`src/rtl/smx_pkg.sv`:
```
`timescale 1ns / 1ps
package smx_pkg;

	localparam int STACK_DEPTH = 256;
	localparam int MEM_WORDS   = 1024;
	localparam int PROG_WORDS  = 1024;

	localparam int SP_AW = (STACK_DEPTH > 1) ? $clog2(STACK_DEPTH) : 1;
	localparam int SD_W  = $clog2(STACK_DEPTH + 1);
	localparam int MEM_AW = (MEM_WORDS > 1) ? $clog2(MEM_WORDS) : 1;
	localparam int PC_W  = 11;
	localparam int ST_W  = 4;

	localparam logic [4:0] OP_NOP      = 5'd0;
	localparam logic [4:0] OP_STOP     = 5'd1;
	localparam logic [4:0] OP_LOAD     = 5'd2;
	localparam logic [4:0] OP_STORE    = 5'd3;
	localparam logic [4:0] OP_BLOAD    = 5'd4;
	localparam logic [4:0] OP_BSTORE   = 5'd5;
	localparam logic [4:0] OP_PUSH     = 5'd6;
	localparam logic [4:0] OP_POP      = 5'd7;
	localparam logic [4:0] OP_DUP      = 5'd8;
	localparam logic [4:0] OP_INVERT   = 5'd9;
	localparam logic [4:0] OP_ADD      = 5'd10;
	localparam logic [4:0] OP_SUB      = 5'd11;
	localparam logic [4:0] OP_MULT     = 5'd12;
	localparam logic [4:0] OP_DIV      = 5'd13;
	localparam logic [4:0] OP_COMPARE  = 5'd14;
	localparam logic [4:0] OP_JUMP     = 5'd15;
	localparam logic [4:0] OP_JUMP_YES = 5'd16;
	localparam logic [4:0] OP_JUMP_NO  = 5'd17;
	localparam logic [4:0] OP_INPUT    = 5'd18;
	localparam logic [4:0] OP_PRINT    = 5'd19;

	localparam logic [2:0] REL_EQ = 3'd0;
	localparam logic [2:0] REL_NE = 3'd1;
	localparam logic [2:0] REL_LT = 3'd2;
	localparam logic [2:0] REL_GT = 3'd3;
	localparam logic [2:0] REL_LE = 3'd4;
	localparam logic [2:0] REL_GE = 3'd5;

	localparam logic [ST_W-1:0] ST_RUN       = 4'd0;
	localparam logic [ST_W-1:0] ST_STOP      = 4'd1;
	localparam logic [ST_W-1:0] ST_OFF_END   = 4'd2;
	localparam logic [ST_W-1:0] ST_BAD_DATA  = 4'd3;
	localparam logic [ST_W-1:0] ST_BAD_CODE  = 4'd4;
	localparam logic [ST_W-1:0] ST_BAD_REL   = 4'd5;
	localparam logic [ST_W-1:0] ST_OVERFLOW  = 4'd6;
	localparam logic [ST_W-1:0] ST_EMPTY     = 4'd7;
	localparam logic [ST_W-1:0] ST_DIV_ZERO  = 4'd8;
	localparam logic [ST_W-1:0] ST_BAD_INPUT = 4'd9;
	localparam logic [ST_W-1:0] ST_UNKNOWN   = 4'd10;

	typedef struct packed {
		logic [4:0]         opcode;
		logic signed [31:0] argument;
		logic signed [31:0] input_value;
		logic               input_ok;
	} smx_in_t;

	typedef struct packed {
		logic [PC_W-1:0]    next_pc;
		logic               print_valid;
		logic signed [31:0] print_value;
		logic [ST_W-1:0]    status;
	} smx_out_t;

	typedef struct packed {
		logic clr;
		logic latch;
		logic rd1;
		logic rd2;
		logic rd3;
		logic exec;
		logic div_wait;
		logic wb;
	} smx_cmd_t;

	typedef struct packed {
		logic clr_done;
		logic div_go;
		logic div_done;
		logic out_free;
	} smx_sts_t;

endpackage

```
`src/rtl/smx_ctrl.sv`:
```
`timescale 1ns / 1ps
module smx_ctrl (
	input  logic             clk,
	input  logic             arst_n,
	input  logic             in_valid,
	output logic             in_ready,
	input  smx_pkg::smx_sts_t sts,
	output smx_pkg::smx_cmd_t cmd
);
	import smx_pkg::*;

	typedef enum logic [7:0] {
		S_CLEAR = 8'b0000_0001,
		S_IDLE  = 8'b0000_0010,
		S_RD1   = 8'b0000_0100,
		S_RD2   = 8'b0000_1000,
		S_RD3   = 8'b0001_0000,
		S_EXEC  = 8'b0010_0000,
		S_DIV   = 8'b0100_0000,
		S_WB    = 8'b1000_0000
	} state_t;

	state_t state_q, state_d;

	always_ff @(posedge clk or negedge arst_n) begin
		if (!arst_n) state_q <= S_CLEAR;
		else state_q <= state_d;
	end

	always_comb begin
		state_d = state_q;
		cmd     = '0;
		unique case (state_q)
			S_CLEAR: begin
				cmd.clr = 1'b1;
				if (sts.clr_done) state_d = S_IDLE;
			end
			S_IDLE: begin
				if (in_valid) begin
					cmd.latch = 1'b1;
					state_d   = S_RD1;
				end
			end
			S_RD1: begin
				cmd.rd1 = 1'b1;
				state_d = S_RD2;
			end
			S_RD2: begin
				cmd.rd2 = 1'b1;
				state_d = S_RD3;
			end
			S_RD3: begin
				cmd.rd3 = 1'b1;
				state_d = S_EXEC;
			end
			S_EXEC: begin
				cmd.exec = 1'b1;
				state_d  = sts.div_go ? S_DIV : S_WB;
			end
			S_DIV: begin
				cmd.div_wait = 1'b1;
				if (sts.div_done) state_d = S_WB;
			end
			S_WB: begin
				// hold the result until the output register frees up
				if (sts.out_free) begin
					cmd.wb  = 1'b1;
					state_d = S_IDLE;
				end
			end
			default: state_d = S_CLEAR;
		endcase
	end

	assign in_ready = (state_q == S_IDLE);
endmodule

```
`config.mk`:
```
export PLATFORM = sky130hd
export DESIGN_NAME = smx_ctrl
export DESIGN_NICKNAME = d
export VERILOG_FILES = /design/src/rtl/smx_pkg.sv /design/src/rtl/smx_ctrl.sv
export SDC_FILE = /design/constraint.sdc
export NUM_CORES = 1
export LEC_CHECK = 0
export BUFFER_PORTS_ARGS = -buffer_cell sky130_fd_sc_hd__buf_2
export CORE_AREA = 8 8 45 47
export CTS_BUF_LIST = sky130_fd_sc_hd__clkbuf_4 sky130_fd_sc_hd__clkbuf_8
export CTS_CLUSTER_DIAMETER = 200
export DETAILED_ROUTE_END_ITERATION = 8
export DIE_AREA = 0 0 53 55
export PLACE_DENSITY = 0.65
export SKIP_CTS_REPAIR_TIMING = 1
export SYNTH_ARGS = -nofsm -noshare
export SYNTH_HDL_FRONTEND = slang
export SYNTH_SLANG_ARGS = --single-unit
```
`constraint.sdc`:
```
create_clock -name clk -period 1.65 [get_ports clk]
set_clock_uncertainty 0.1 [all_clocks]
set_input_delay 0.165 -clock clk [delete_from_list [all_inputs] [get_ports clk]]
set_output_delay 0.165 -clock clk [all_outputs]
set_load 0.01 [all_outputs]
```
==> out/metrics.cfg, run 1 <==
[critical_path]
critPathKind=reg2out
worstPathArrival_ns=1.91
critPathRequiredTime_ns=1.38
rr_worst_depth=5
crit_chain=or4_4 > or3_4 > nor3b_4 > buf_2
path_max_fanout=5
crit_slowest_cell=or4_4
max_stage_delay_ns=0.55
cp-start-kind=flop
crit_path_end_kind=primary output

[floorplanning]
die_y_um=55
core_area_um2=1380
die_area_um2=2920
ioPinCount=16
row_count=14
die_x_um=53
start_util_pct=39.2

[finish]
diodes=0
syn_to_final_growth_pct=48.6
final_cell_mix=13 x buf_2, 12 x buf_4, 7 x dfrtp_1
largest_reg_flops=8
drive_gt1_share_pct=51.1
reg_top3=state_q: 8 flops
finish.instance_area_um2=807
layout_commonest_cell=buf_2
regMostFlops=state_q
layoutNonFillerInstCount=104
nNetsFinal=96

[cts]
clockBufferDepth=2
htreeDepth=1
numCtsBuffers=3
clock-root-buffer=clkbuf_4
clk_latency_ns=0.25
path_clk_slew_ns=0.06
cts.sinks=8
cts_tree=done

[synth]
ys_ff_latch=8
synth_edf_count=0
synth.distinct_cells=30
synth_cells=58
yosysWarnings=0
synthFlopType=dfrtp_1
async_flop_share_pct=100
syn_area_um2=543
synth_fp_nets=65
ys_seq_area_share_pct=37.1
synth_area_per_cell_um2=9.36

[grt]
antenna_found_initial=0
grt_max_degree=9
grt_pass1_vias=542
grt_pass1_wl_um=2070
gr-total-overflow=0
gr-usage-all-layers_pct=9.51

[timing]
fin_crit_ns=2.17
hold_viol=0
rsz0062_at_grt=yes
setup_violations=12
max_freq_mhz=461
hold_slack_ns=0.0395
post-route-period-util_pct=132
maxSlewHeadroom_pct=71.5
layout_setup_ws_ns=-0.521
fin_tns_setup_ns=-2.60
tightest_slew_ns=0.422
drv_slew=0

[power_and_ir_drop]
pwr-share-seq_pct=28.8
p_sw_mw=0.279
switching_share_pct=32.4
pwr-share-clk_pct=20.4
total_power_mw=0.861
pwr-share-comb_pct=50.8
power_leakage_nw=0.392
pwr_density_cell_nw_per_um2=1070
peakVddDrop_v=0.000824
p_int_mw=0.582

[min_path]
whs_path_depth=2
hold_class=in2reg

[drt]
ant_nets=0
drt_first_pass_iters=4
drtIter0Drc=4
num_vias=544
drt-total-wl_um=1320
wl_per_cell_um=12.7
viasPerCell=5.23
drc=0

[status]
status=complete, but fails checks
violations=setup timing

[placed_design]
io_buffers=15
dp_cells=96
gp_congestion=0.803
dpl.hpwl_um=977
place_area_um2=686

[flow_run]
cap_violations=0

## cells in the mapped netlist (2+ instances only)
| master | instances | area (um^2) |
|---|---|---|
| dfrtp_1 | 7 | 175 |
| buf_6 | 2 | 22.5 |
| nor2_1 | 5 | 18.8 |
| and2_1 | 2 | 12.5 |
| nand2b_1 | 3 | 18.8 |
| o21ai_0 | 2 | 10.0 |
| and3_1 | 2 | 12.5 |
| nor3b_1 | 5 | 37.5 |
| nand2_1 | 4 | 15.0 |
| nor3_1 | 4 | 20.0 |
| nor4_1 | 3 | 18.8 |
## layer usage
metal  track usage (%)  vias to the layer above  share of wire [%]
met1              10.0                      254                 41
li1                  -                      270                  -
met4              6.47                        0               0.46
met2              16.8                       18                 52
met5                 0                        -                  0
met3              1.87                        2                6.4
## critical path, delay by kind of cell (launching register included)
family	cells	cell delay, ns
simple gates	3	1.12
flops	1	0.38
buf+inv	1	0.16
## kinds of logic after synthesis
| kind of cell | after synthesis | share of synthesized area (%) |
|---|---|---|
| simple gates | 36 | 43.1 |
| compound gates | 8 | 10.1 |
| flops | 8 | 37.1 |
| buf+inv | 4 | 6.45 |
| xor+xnor | 2 | 3.23 |
## metrics by stage
stage | util (%) | setup WS, ns
3_3_place_gp | 49.5 | -0.226
5_1_grt | 58.3 | -0.594
4_1_cts | 51.7 | -0.549
6_report | 58.3 | -0.521
3_5_place_dp | 49.5 | -0.269
2_1_floorplan | - | -0.234
## power groups by stage
stage | logic, mW | registers, mW | clock network [mW]
6_report | 0.437 | 0.247 | 0.176
5_1_grt | 0.483 | 0.250 | 0.195
4_1_cts | 0.342 | 0.247 | 0.183
3_5_place_dp | 0.340 | 0.250 | 0
3_3_place_gp | 0.335 | 0.247 | 0
2_1_floorplan | 0.207 | 0.260 | 0
## cell type report
class / instances / area, um^2
fillers: 125 / 577
repair buffers: 30 / 219
clock buffers: 4 / 30.0
well taps: 16 / 20.0
flip-flops and latches: 8 / 201
multi-input cells: 46 / 337
## path summary, 6_finish.rpt
check	startpoint	to	slack, ns
worst min-delay path	in_valid	state_q[2]$_DFFE_PN0P_	0.04
worst max register to register	state_q[1]$_DFFE_PN0P_	state_q[6]$_DFFE_PN0P_	-0.26
max in group asynchronous	arst_n	state_q[0]$_DFFE_PN1P_	1.03
worst min register to register	state_q[3]$_DFFE_PN0P_	state_q[3]$_DFFE_PN0P_	0.50
min in group asynchronous	arst_n	state_q[3]$_DFFE_PN0P_	0.18
worst max-delay path	state_q[1]$_DFFE_PN0P_	cmd[2]	-0.52
(Power assumes the default switching activity.)
==> run 2: changes to the inputs <==
CTS_BUF_LIST = sky130_fd_sc_hd__clkbuf_2   (was sky130_fd_sc_hd__clkbuf_4 sky130_fd_sc_hd__clkbuf_8)
==> run 2 against run 1 <==
The flow still finishes with violations (setup timing). Maximum frequency up 0.20%. Register-to-register slack about the same. Core utilization decreased by 0.72 points. Largest power group unchanged. Critical path type unchanged. Combinational power hardly changed. Worst hold slack improved by 0.011 ns. Clock power shrank 24%. Non-clock buffer count did not move. First-iteration DRC count is 50% higher. Total power is 5.2% lower. Sequential share of layout area increased by 0.31 points. Die area stayed put.
==> out/metrics.cfg, run 2 (same netlist as run 1, synthesis figures left out) <==
[status]
status=complete, but fails checks
violations=setup timing

[floorplanning]
start_util_pct=39.2  ; unchanged
die_y_um=55  ; unchanged
die_area_um2=2920  ; unchanged
ioPinCount=16  ; unchanged
die_x_um=53  ; unchanged
row_count=14  ; unchanged
core_area_um2=1380  ; unchanged

[placed_design]
dpl_worst_slack_ns=-0.269  ; unchanged
dpl.hpwl_um=977  ; unchanged
gp_congestion=0.803  ; unchanged
io_buffers=15  ; unchanged
place_area_um2=686  ; unchanged
dp_cells=96  ; unchanged

[finish]
layoutNonFillerInstCount=104  ; unchanged
regMostFlops=state_q
final_cell_mix=13 x buf_2, 12 x buf_4, 7 x dfrtp_1
diodes=0  ; unchanged
fill_cells=131  ; +4.8%
nNetsFinal=96  ; unchanged
drive_gt1_share_pct=51.1  ; unchanged
syn_to_final_growth_pct=46.8
layout_commonest_cell=buf_2
largest_reg_flops=8  ; unchanged
finish.instance_area_um2=797  ; -1.2%
reg_top3=state_q: 8 flops

[cts]
clk_latency_ns=0.23  ; -0.02 ns
clock-root-buffer=clkbuf_2
cts.sinks=8  ; unchanged
numCtsBuffers=3  ; unchanged
htreeDepth=1  ; unchanged
clockBufferDepth=2  ; unchanged
path_clk_slew_ns=0.08  ; +0.02 ns
cts_tree=done

[critical_path]
rr_startpoint=state_q[1]$_DFFE_PN0P_
max_stage_delay_ns=0.55  ; about the same
critPathRequiredTime_ns=1.38  ; about the same
crit_slowest_cell=or4_4
cp-start-kind=flop
critPathKind=reg2out
r2r-end=state_q[6]$_DFFE_PN0P_
startpoint=state_q[1]$_DFFE_PN0P_
rr_worst_depth=5  ; unchanged
path_max_fanout=5  ; unchanged
rrSetupSlack_ns=-0.26  ; about the same
crit_chain=or4_4 > or3_4 > nor3b_4 > buf_2
worstPathArrival_ns=1.90  ; about the same
crit_path_end_kind=primary output

[timing]
rsz0062_at_grt=yes
fin_crit_ns=2.17  ; -0.00424 ns
drv_slew=0  ; unchanged
max_freq_mhz=461  ; +0.20%
setup_violations=12  ; unchanged
hold_viol=0  ; unchanged
fin_tns_setup_ns=-2.56  ; +0.0396 ns
post-route-period-util_pct=131  ; -0.26 points
layout_setup_ws_ns=-0.517  ; +0.00424 ns
hold_slack_ns=0.0508  ; +0.0113 ns
maxSlewHeadroom_pct=73.6  ; +2.2 points
tightest_slew_ns=0.390  ; -0.0319 ns

[power_and_ir_drop]
pwr_density_cell_nw_per_um2=1020  ; -4.1%
peakVddDrop_v=0.000729  ; -12%
power_leakage_nw=0.390  ; -0.46%

[min_path]
hold_end=state_q[2]$_DFFE_PN0P_
hold_start=in_valid
whs_path_depth=2  ; unchanged
hold_class=in2reg

[drt]
drtIter0Drc=6  ; +2
viasPerCell=5.18  ; -0.92%
wl_per_cell_um=12.7  ; about the same
ant_nets=0  ; unchanged
drt_first_pass_iters=4  ; unchanged
drt-total-wl_um=1320  ; about the same
num_vias=539  ; -0.92%
drc=0  ; unchanged

[grt]
grt_pass1_vias=551  ; +1.7%
grt_pass1_wl_um=2080  ; +0.63%
gr-usage-all-layers_pct=9.57  ; +0.055 points
gr-total-overflow=0  ; unchanged
antenna_found_initial=0  ; unchanged
grt_max_degree=9  ; unchanged

[flow_run]
cap_violations=0  ; unchanged

[run 2: final cells by class]
| cell class | count | area, um^2 | share of cell area [%] |
|---|---|---|---|
| multi-input cells | 46 | 337 | 42.2 |
| repair buffers | 30 | 219 | 27.5 |
| flip-flops and latches | 8 | 201 | 25.3 |
| clock buffers | 4 | 20.0 | 2.51 |
| well taps | 16 | 20.0 | 2.51 |
[run 2: metrics by stage]
stage / util (%) / power [mW]
6_report: 57.6 / 0.816
3_5_place_dp: 49.5 / 0.591
4_1_cts: 51.0 / 0.730
2_1_floorplan: - / 0.467
3_3_place_gp: 49.5 / 0.582
5_1_grt: 57.6 / 0.884
[run 2: worst max path at each step]
stage	cells past startpoint	slack (ns)	endpoint
6_report	4	-0.52	cmd[2]
5_1_grt	4	-0.60	cmd[2]
4_1_cts	4	-0.55	cmd[2]
3_5_place_dp	4	-0.27	cmd[2]
3_3_place_gp	4	-0.23	cmd[2]
2_1_floorplan	5	-0.23	state_q[6]$_DFFE_PN0P_
[run 2: routing by layer]
metal / up-vias / share of wire (%) / track usage [%]
met5: - / 0 / 0
met2: 13 / 53 / 17.2
li1: 272 / - / -
met3: 2 / 5.8 / 1.87
met4: 0 / 0.30 / 6.47
met1: 252 / 41 / 9.89
[run 2: critical path: cells and delay by family, from the launching register on]
| family | cells | cell delay [ns] |
|---|---|---|
| flops | 1 | 0.39 |
| simple gates | 3 | 1.12 |
| buf+inv | 1 | 0.16 |
[run 2: report_power, final]
group,switching [mW],internal (mW)
clock network,0.0681,0.0645
logic,0.195,0.241
registers,0.0157,0.231
total,0.279,0.537
==> run 3: changes to the inputs <==
--- a/config.mk
+++ b/config.mk
@@ -7,4 +7,5 @@
 export LEC_CHECK = 0
 export BUFFER_PORTS_ARGS = -buffer_cell sky130_fd_sc_hd__buf_2
+export CAP_MARGIN = 20
 export CORE_AREA = 8 8 45 47
 export CTS_BUF_LIST = sky130_fd_sc_hd__clkbuf_2
@@ -12,5 +13,5 @@
 export DETAILED_ROUTE_END_ITERATION = 8
 export DIE_AREA = 0 0 53 55
-export PLACE_DENSITY = 0.65
+export PLACE_DENSITY = 0.75
 export SKIP_CTS_REPAIR_TIMING = 1
 export SYNTH_ARGS = -nofsm -noshare
==> constraint.sdc (replaced) <==
create_clock -name clk -period 1.65 [get_ports clk]
set_clock_uncertainty 0.1 [all_clocks]
set_input_delay 0.33 -clock clk [delete_from_list [all_inputs] [get_ports clk]]
set_output_delay 0.33 -clock clk [all_outputs]
set_load 0.01 [all_outputs]
==> run 3 against run 2 <==
The flow still finishes with violations (setup timing). Maximum frequency decreased by 6.5%. Critical path depth stayed put. Count of clock-buffer cells in the layout stayed put. First-iteration DRC count rose to 2.5 times the previous value. Routed wire length increased by 24%. Critical path type unchanged. Largest cell class unchanged.
==> out/metrics.cfg, run 3 (same netlist as run 1, synthesis figures left out) <==
[status]
status=complete, but fails checks
violations=setup timing

[critical_path]
worstPathArrival_ns=1.89  ; about the same
critPathRequiredTime_ns=1.22  ; -0.16 ns
crit_path_end_kind=primary output
cp-start-kind=flop
rr_worst_depth=6  ; +1
rr_startpoint=state_q[1]$_DFFE_PN0P_
r2r-end=state_q[7]$_DFFE_PN0P_
crit_slowest_cell=or4_4
path_max_fanout=3  ; -2
crit_chain=or4_4 > or3_4 > nor3b_4 > buf_2
critical-path-top-delay-family=simple AND/OR/NAND/NOR gates
max_stage_delay_ns=0.54  ; about the same
crit_buf_inv=1  ; unchanged
rrSetupSlack_ns=-0.37  ; -0.11 ns
critPathKind=reg2out

[power_and_ir_drop]
power_leakage_nw=0.427  ; +9.4%
total_power_mw=0.939  ; +15%
peakVddDrop_v=0.000447  ; -39%
pwr_density_cell_nw_per_um2=1060  ; +3.9%

[grt]
gr-total-overflow=0  ; unchanged
antenna_found_initial=0  ; unchanged
grt_max_degree=9  ; unchanged
grt_pass1_wl_um=2520  ; +21%
grt_pass1_vias=597  ; +8.3%
gr-usage-all-layers_pct=11.7  ; +2.1 points

[floorplanning]
row_count=14  ; unchanged
die_x_um=53  ; unchanged
ioPinCount=16  ; unchanged
core_area_um2=1380  ; unchanged
start_util_pct=39.2  ; unchanged
die_y_um=55  ; unchanged
die_area_um2=2920  ; unchanged

[drt]
drt-total-wl_um=1630  ; +24%
drt_first_pass_iters=4  ; unchanged
drtIter0Drc=15  ; +9
wl_per_cell_um=14.7  ; +16%
drc=0  ; unchanged
viasPerCell=5.23  ; +0.99%
ant_nets=0  ; unchanged
num_vias=581  ; +7.8%

[cts]
path_clk_slew_ns=0.09  ; about the same
htreeDepth=1  ; unchanged
clockBufferDepth=2  ; unchanged
numCtsBuffers=3  ; unchanged
clk_latency_ns=0.25  ; +0.02 ns
clock-root-buffer=clkbuf_2
cts_tree=done
cts.sinks=8  ; unchanged

[timing]
hold_viol=0  ; unchanged
setup_violations=12  ; unchanged
maxSlewHeadroom_pct=75.6  ; +2.0 points
drv_slew=0  ; unchanged
post-route-period-util_pct=140  ; +9.1 points
layout_setup_ws_ns=-0.668  ; -0.151 ns
max_freq_mhz=431  ; -6.5%
fin_tns_setup_ns=-4.51  ; -1.95 ns
rsz0062_at_grt=yes
tightest_slew_ns=0.362  ; -0.0289 ns
fin_crit_ns=2.32  ; +0.151 ns

[finish]
largest_reg_flops=8  ; unchanged
final_cell_mix=20 x buf_4, 13 x buf_2, 7 x dfrtp_1
diodes=0  ; unchanged
drive_gt1_share_pct=60.0  ; +8.9 points
syn_to_final_growth_pct=62.7
nNetsFinal=103  ; +7.3%
layout_commonest_cell=buf_4
reg_top3=state_q: 8 flops
finish.instance_area_um2=883  ; +11%
regMostFlops=state_q
fill_cells=106  ; -19%

[placed_design]
place_area_um2=727  ; +6.0%
gp_congestion=0.823  ; +2.5%
dpl.hpwl_um=1090  ; +12%
io_buffers=15  ; unchanged

[flow_run]
cap_violations=0  ; unchanged

[min_path]
hold_end=state_q[6]$_DFFE_PN0P_
hold_start=sts[2]
hold_class=in2reg
whs_path_depth=2  ; unchanged

-- run 3: how the worst max path moves through the flow --
stage,cells after the start,endpoint,from
2_1_floorplan,4,cmd[2],state_q[2]$_DFFE_PN0P_
3_3_place_gp,4,cmd[2],state_q[1]$_DFFE_PN0P_
3_5_place_dp,4,cmd[2],state_q[1]$_DFFE_PN0P_
4_1_cts,4,cmd[2],state_q[1]$_DFFE_PN0P_
5_1_grt,4,cmd[2],state_q[1]$_DFFE_PN0P_
6_report,4,cmd[2],state_q[1]$_DFFE_PN0P_
-- run 3: per-stage QoR --
step	worst slack (ns)	utilization, %	hold slack [ns]	std cells
2_1_floorplan	-0.360	-	-0.0656	58
3_3_place_gp	-0.355	52.5	0.0740	100
3_5_place_dp	-0.384	52.5	0.0827	100
4_1_cts	-0.668	54.0	-0.189	104
5_1_grt	-0.743	63.8	0.178	111
6_report	-0.668	63.8	0.187	111
-- run 3: final cells by class --
class	instances	area, um^2	area share, %
clock buffer	4	20.0	2.27
sequential	8	201	22.8
timing repair buffer	37	259	29.3
multi-input combinational	46	383	43.3
tap	16	20.0	2.27
-- run 3: power by group --
group / internal, mW / switching, mW / total, mW
clock network: 0.0644 / 0.0744 / 0.139
registers: 0.231 / 0.0169 / 0.248
logic: 0.311 / 0.241 / 0.552
-- run 3: layer usage --
layer  wire length (um)  vias to the layer above  global-route usage [%]
li1                   -                      285                       -
met1                629                      275                    11.8
met2                867                       17                    20.7
met3                 98                        4                    4.55
met4                 31                        0                    5.60
met5                  0                        -                       0
